### config.mk
export PLATFORM = sky130hd
export DESIGN_NAME = gdda_div
export DESIGN_NICKNAME = d
export VERILOG_FILES = /design/src/hw/rtl/gdda_pkg.sv /design/src/hw/rtl/gdda_div.sv
export SDC_FILE = /design/constraint.sdc
export NUM_CORES = 1
export LEC_CHECK = 0
export ABC_AREA = 1
export BUFFER_PORTS_ARGS = -buffer_cell sky130_fd_sc_hd__buf_2
export CAP_MARGIN = 20
export CORE_ASPECT_RATIO = 1.5
export CORE_MARGIN = 3
export CORE_UTILIZATION = 25
export DETAILED_ROUTE_END_ITERATION = 8
export GPL_ROUTABILITY_DRIVEN = 0
export MAX_ROUTING_LAYER = met4
export PLACE_DENSITY = 0.41
export SETUP_SLACK_MARGIN = 0.3
export SLEW_MARGIN = 20
export SYNTH_ARGS = -nofsm -noshare
export SYNTH_HDL_FRONTEND = slang
export SYNTH_SLANG_ARGS = --single-unit
### constraint.sdc
create_clock -name i_clk -period 4.15 [get_ports i_clk]
set_input_delay 0.6225 -clock i_clk [delete_from_list [all_inputs] [get_ports i_clk]]
set_output_delay 0.6225 -clock i_clk [all_outputs]
set_load 0.01 [all_outputs]
### src/hw/rtl/gdda_pkg.sv
package gdda_pkg;

    localparam int MAP_DIM_DEF = 32;
    localparam int MAX_SCREEN  = 1024;

    localparam int DIV_W  = 29;
    localparam int DIST_W = 40;
    localparam logic [DIST_W-1:0] DIST_MAX = '1;

    localparam logic [2:0] REG_POS_X  = 3'd0;
    localparam logic [2:0] REG_POS_Y  = 3'd1;
    localparam logic [2:0] REG_DIR_X  = 3'd2;
    localparam logic [2:0] REG_DIR_Y  = 3'd3;
    localparam logic [2:0] REG_PLN_X  = 3'd4;
    localparam logic [2:0] REG_PLN_Y  = 3'd5;
    localparam logic [2:0] REG_COLS   = 3'd6;
    localparam logic [2:0] REG_ROWS   = 3'd7;

    localparam logic ACT_WRITE = 1'b0;
    localparam logic ACT_CAST  = 1'b1;

endpackage

### src/hw/rtl/gdda_div.sv
module gdda_div (
    input  logic                             i_clk,
    input  logic                             i_rst_n,
    input  logic                             i_start,
    input  logic [gdda_pkg::DIV_W-1:0]       i_dividend,
    input  logic [gdda_pkg::DIST_W-1:0]      i_divisor,
    output logic                             o_done,
    output logic [gdda_pkg::DIV_W-1:0]       o_quot
);
    localparam int CW = $clog2(gdda_pkg::DIV_W);

    logic                          r_busy;
    logic                          r_done;
    logic [CW-1:0]                 r_cnt;
    logic [gdda_pkg::DIV_W-1:0]    r_q;
    logic [gdda_pkg::DIST_W-1:0]   r_rem;
    logic [gdda_pkg::DIST_W-1:0]   r_dvs;
    logic [gdda_pkg::DIST_W:0]     shifted;
    logic [gdda_pkg::DIST_W:0]     diff;
    logic                          ge;
    logic [gdda_pkg::DIST_W-1:0]   n_rem;

    always_comb begin
        shifted = {r_rem, r_q[gdda_pkg::DIV_W-1]};
        diff    = shifted - {1'b0, r_dvs};
        ge      = shifted >= {1'b0, r_dvs};
        n_rem   = ge ? diff[gdda_pkg::DIST_W-1:0] : shifted[gdda_pkg::DIST_W-1:0];
    end

    always_ff @(posedge i_clk) begin
        if (!i_rst_n) begin
            r_busy <= 1'b0;
            r_done <= 1'b0;
            r_cnt  <= '0;
        end else begin
            r_done <= 1'b0;
            if (i_start) begin
                r_busy <= 1'b1;
                r_cnt  <= '0;
            end else if (r_busy) begin
                r_cnt <= r_cnt + 1'b1;
                if (r_cnt == CW'(gdda_pkg::DIV_W - 1)) begin
                    r_busy <= 1'b0;
                    r_done <= 1'b1;
                end
            end
        end
    end

    always_ff @(posedge i_clk) begin
        if (i_start) begin
            r_q   <= i_dividend;
            r_rem <= '0;
            r_dvs <= i_divisor;
        end else if (r_busy) begin
            r_rem <= n_rem;
            r_q   <= {r_q[gdda_pkg::DIV_W-2:0], ge};
        end
    end

    assign o_done = r_done;
    assign o_quot = r_q;
endmodule

Word-level counts from Yosys, hierarchy flattened

Index checks and enable logic that the tools add are counted.

Flip-flop bits (word level): 116
Output and inout bits: 30
Logic and storage cells: 22

$add $sub $neg: 2
Order comparisons: 1
Equality and inequality tests: 1
Mux-type cells: 7
Bitwise logic cells: 2
Reductions and logical operators: 3

Operator list:

| kind                                                          | number |
|---|---|
| 29-bit 2-to-1 mux                                             | 2 |
| 41-bit by 40-bit >= comparator with 1-bit output              | 1 |
| 40-bit 2-to-1 mux                                             | 1 |
| 40-bit subtractor                                             | 1 |
| 5-bit by 1-bit adder with 5-bit output, second input constant | 1 |
| 5-bit == test, second input constant                          | 1 |
| 1-bit 2-to-1 mux                                              | 4 |
| 3-bit OR reduction                                            | 1 |
| 1-bit inverter                                                | 2 |
| 2-bit nonzero test                                            | 1 |
| 2-bit OR reduction                                            | 1 |

Logic depth before layout (Yosys ltp)

Depth in word-level cells: 4
Mapped depth: 17
Mapped depth without buffers: 17

Least setup slack after synthesis

OpenSTA, ideal clock, no wires.

Path kind: input -> register
Start point: input port i_start
End point: register r_q (netlist bit o_quot[0]), enable pin
Library setup time: 405 ps
Arrival: 1855 ps
Required time: 3745 ps
Path slack: 1889 ps
Stages: 3
Buffers on the path: 1
Cells stage by stage: nor2_1 inv_2 buf_1

Word-level cells in the longest chain between the ends: 1

RTL lines:

| element                      | RTL line       | text |
|---|---|---|
| start, declared              | gdda_div.sv:4  | `input logic i_start,` |
| 2-bit nonzero test (no line) | n/a            |  |
| end signal, assigned         | gdda_div.sv:52 | `r_q <= i_dividend;` |
| end signal, assigned         | gdda_div.sv:57 | `r_q <= {r_q[gdda_pkg::DIV_W-2:0], ge};` |
| end, declared                | gdda_div.sv:15 | `logic [gdda_pkg::DIV_W-1:0] r_q;` |

No other way between the ends.
A chain may end at the register's enable or synchronous reset.

Final worst setup path

Start point: register r_dvs[36] in the netlist's numbering
End point: register r_rem[15] in the netlist's numbering

Word-level cells in the longest chain between the ends: 2

RTL lines:

| element                                          | RTL line       | text |
|---|---|---|
| start, declared                                  | gdda_div.sv:17 | `logic [gdda_pkg::DIST_W-1:0] r_dvs;` |
| start signal, assigned                           | gdda_div.sv:54 | `r_dvs <= i_divisor;` |
| 41-bit by 40-bit >= comparator with 1-bit output | gdda_div.sv:26 | `ge = shifted >= {1'b0, r_dvs};` |
| 40-bit 2-to-1 mux                                | gdda_div.sv:27 | `n_rem = ge ? diff[gdda_pkg::DIST_W-1:0] : shifted[gdda_pkg::DIST_W-1:0];` |
| end signal, assigned                             | gdda_div.sv:56 | `r_rem <= n_rem;` |
| end, declared                                    | gdda_div.sv:16 | `logic [gdda_pkg::DIST_W-1:0] r_rem;` |

No other way between the ends.

==> metrics.txt <==
fin. max-slew vios=0; Total GRT Usage=0.149; power density cells=344 mW/mm2; initial antenna violation count=1; DRC Markers=0; nets@finish=1398; startpoint types=register; synth-to-layout area growth=19.2%; Die Wd=152 um; Boundary Pins=102; setup violators final=0; syn_area_per_cell=6.76 um2; Net Count, Synth=1298; CTS root buf=clkbuf_16; Critical Path RT=4.44 ns; cell taking the most area after synthesis=edfxtp_1; die area=0.0342 mm2; worst vdd rail ir drop=255 uV; hold depth=1; synth top area cells=edfxtp_1 26%, nand2_1 22%, dfxtp_1 12%; Sequential Area=0.00301 mm2; Crit. End Element=register; main flop type after synthesis=edfxtp_1; Place WS=between 1 and 1.5 ns; fillcell total=3524; Final Hold Fails=0; hold endpoint=r_dvs[4]$_DFFE_PP_; crit path max fanout=26; max_cap viols=0; Routed Antenna Nets=0; via count=about 7200; grt ovf=0; FF-to-FF End=r_rem[15]$_SDFFE_PP0P_; Min-Delay Path Class=in -> reg; Die H=about 230 um; initial cell density of the core=0.256; Clock Sinks=116; leakage=0.00503 uW; hold path start=i_divisor[4]; skew final=0.00949 ns; r2r worst-path depth=11; fraction of layout cells with a size suffix above 1=0.117; Clock Latency Late Sink=0.44 ns; Routed WL per cell=14.3 um; Initial DRT Pass Iterations=5; cts bufs inserted=17; area of the multi-input gates=0.00399 mm2; synthesized instance count=1183; r2r startpoint=r_dvs[36]$_DFFE_PP_; core area=0.0312 mm2; setup TNS=0 ns; largest net degree at the start of global routing=48; critical path class=reg -> reg; Crit path largest cell delay=~0.66 ns; Final WS setup=1.28 ns; setup bufs post-CTS=0; yosys synthesis warning count=0; Post-synth EDFFs=69; ys async rst share=0; minimum clock period=2.87 ns; Clock Path Buffers=2; critical path's slowest cell=nor2_4; Synth top area share=0.259; clock-pin slew on the worst setup and hold paths=approximately 0.06 ns; vias per cell=between 4 and 5; vias in the first global route=7411; count of cell types in the netlist=41; critical-path cell list=inv_1, ha_1, a21oi_1, o21ai_1, a21oi_1, nand2_1, nor2_4, buf_4, nand3_1, nand3_1, o21ai_1; Seq/Total Area, Yosys=0.377; CTS resizes=0; Slew Limit Headroom=0.319; Worst-Margin Slew=1.02 ns; row count=between 70 and 80; drt total wl=24300 um; r2r setup slk=1.28 ns; HPWL Detailed=18900 um; Port Buffer Count=101; # hold bufs at CTS=0; Yosys reg bits=116; H-tree depth=4; RSZ-0062 raised after global routing=false; DR iter-0 viols=~270; CP Data Arrival Time=3.16 ns; crit share post-route=0.691; CTS tree=yes; global-route wire length before repair=38800 um; Netlist Area Pre-Place=about 0.008 mm2; status=completed; Max Freq=349 MHz
Yosys cell counts, types with 3 or more instances:
library cell	count
a21oi_1	26
a21oi_2	3
buf_2	7
buf_6	7
clkbuf_1	8
clkinv_1	5
dfxtp_1	47
edfxtp_1	69
ha_1	42
inv_1	216
nand2_1	476
nand3_1	94
nand3b_1	20
nand4_1	5
nor2_1	71
nor2_2	5
nor3_1	7
o21ai_0	8
o21ai_1	18
xnor2_1	21
report_power, final:
group / switching [uW] / internal, uW
registers: 28.9 / 1300
clock network: 548 / 1070
logic: 219 / 123
total: 796 / 2490
worst max path at each step:
stage	from	cells past startpoint	slack, ns	endpoint
after global placement	r_dvs[36]$_DFFE_PP_	11	1.22	r_rem[15]$_SDFFE_PP0P_
final	r_dvs[36]$_DFFE_PP_	11	1.28	r_rem[15]$_SDFFE_PP0P_
after floorplan	i_start	3	1.89	o_quot[0]$_DFFE_PP_
after CTS	r_dvs[36]$_DFFE_PP_	11	1.24	r_rem[16]$_SDFFE_PP0P_
after detailed placement	r_dvs[36]$_DFFE_PP_	11	1.23	r_rem[16]$_SDFFE_PP0P_
after global routing	r_dvs[36]$_DFFE_PP_	11	1.10	r_rem[16]$_SDFFE_PP0P_
state kept, by name (all words and copies together) (netlist names):
signal	count
r_busy	1
o_done	1
r_rem	40
r_cnt	5
o_quot	29
r_dvs	40
critical path, delay by kind of cell, from the launching register on:
kind,cells,cell delay [ns]
simple gates,4,0.98
compound gates,4,0.65
buf+inv,2,0.44
flops,1,0.36
fa+ha+maj,1,0.27
cell type report:
| cell class | instances | area share |
|---|---|---|
| Timing Repair Buffer | 106 | 0.0573 |
| Inverter | 222 | 0.0875 |
| Multi-Input combinational cell | 820 | 0.419 |
| Antenna cell | 1 | 0.000263 |
| Clock buffer | 24 | 0.0516 |
| Sequential cell | 116 | 0.316 |
| Tap cell | 405 | 0.0532 |
| Clock inverter | 8 | 0.0155 |
layout by cell type, fill, tap and decap left out, drive strengths merged, types with 21 or more instances in the layout:
master,n
a21oi,29
buf,106
clkbuf,24
dfxtp,47
edfxtp,69
ha,42
inv,217
nand2,479
nand3,96
nor2,77
o21ai,26
xnor2,21
stage by stage:
| step | cell area, um2 | cells | hold slack [ns] | total power [uW] | util |
|---|---|---|---|---|---|
| floorplan | 7990 | 1183 | 0.443 | 1550 | - |
| global placement | 8890 | 1669 | 0.462 | 1700 | 0.284 |
| detailed placement | 8890 | 1669 | 0.460 | 1700 | 0.284 |
| CTS | 9530 | 1701 | 0.321 | 3350 | 0.305 |
| global route | 9530 | 1702 | 0.335 | 3430 | 0.305 |
| finish | 9530 | 1702 | 0.354 | 3280 | 0.305 |
kinds of logic (layout without fill, tap and decap cells):
| kind of cell | Yosys count | after routing | share of synthesized area |
|---|---|---|---|
| compound gates | 67 | 67 | 0.0476 |
| flops | 116 | 116 | 0.377 |
| xor+xnor | 22 | 22 | 0.0241 |
| buf+inv | 247 | 360 | 0.125 |
| simple gates | 688 | 688 | 0.359 |
| other cells | 0 | 1 | 0 |
| fa+ha+maj | 43 | 43 | 0.0682 |
metal layers:
layer,part of all wire,GRT usage,vias to the layer above
li1,-,-,3859
met1,0.42,0.155,3221
met2,0.52,0.274,128
met3,0.034,0.0286,34
met4,0.032,0.0633,0
met5,0,-,-
(Power assumes the default switching activity.)
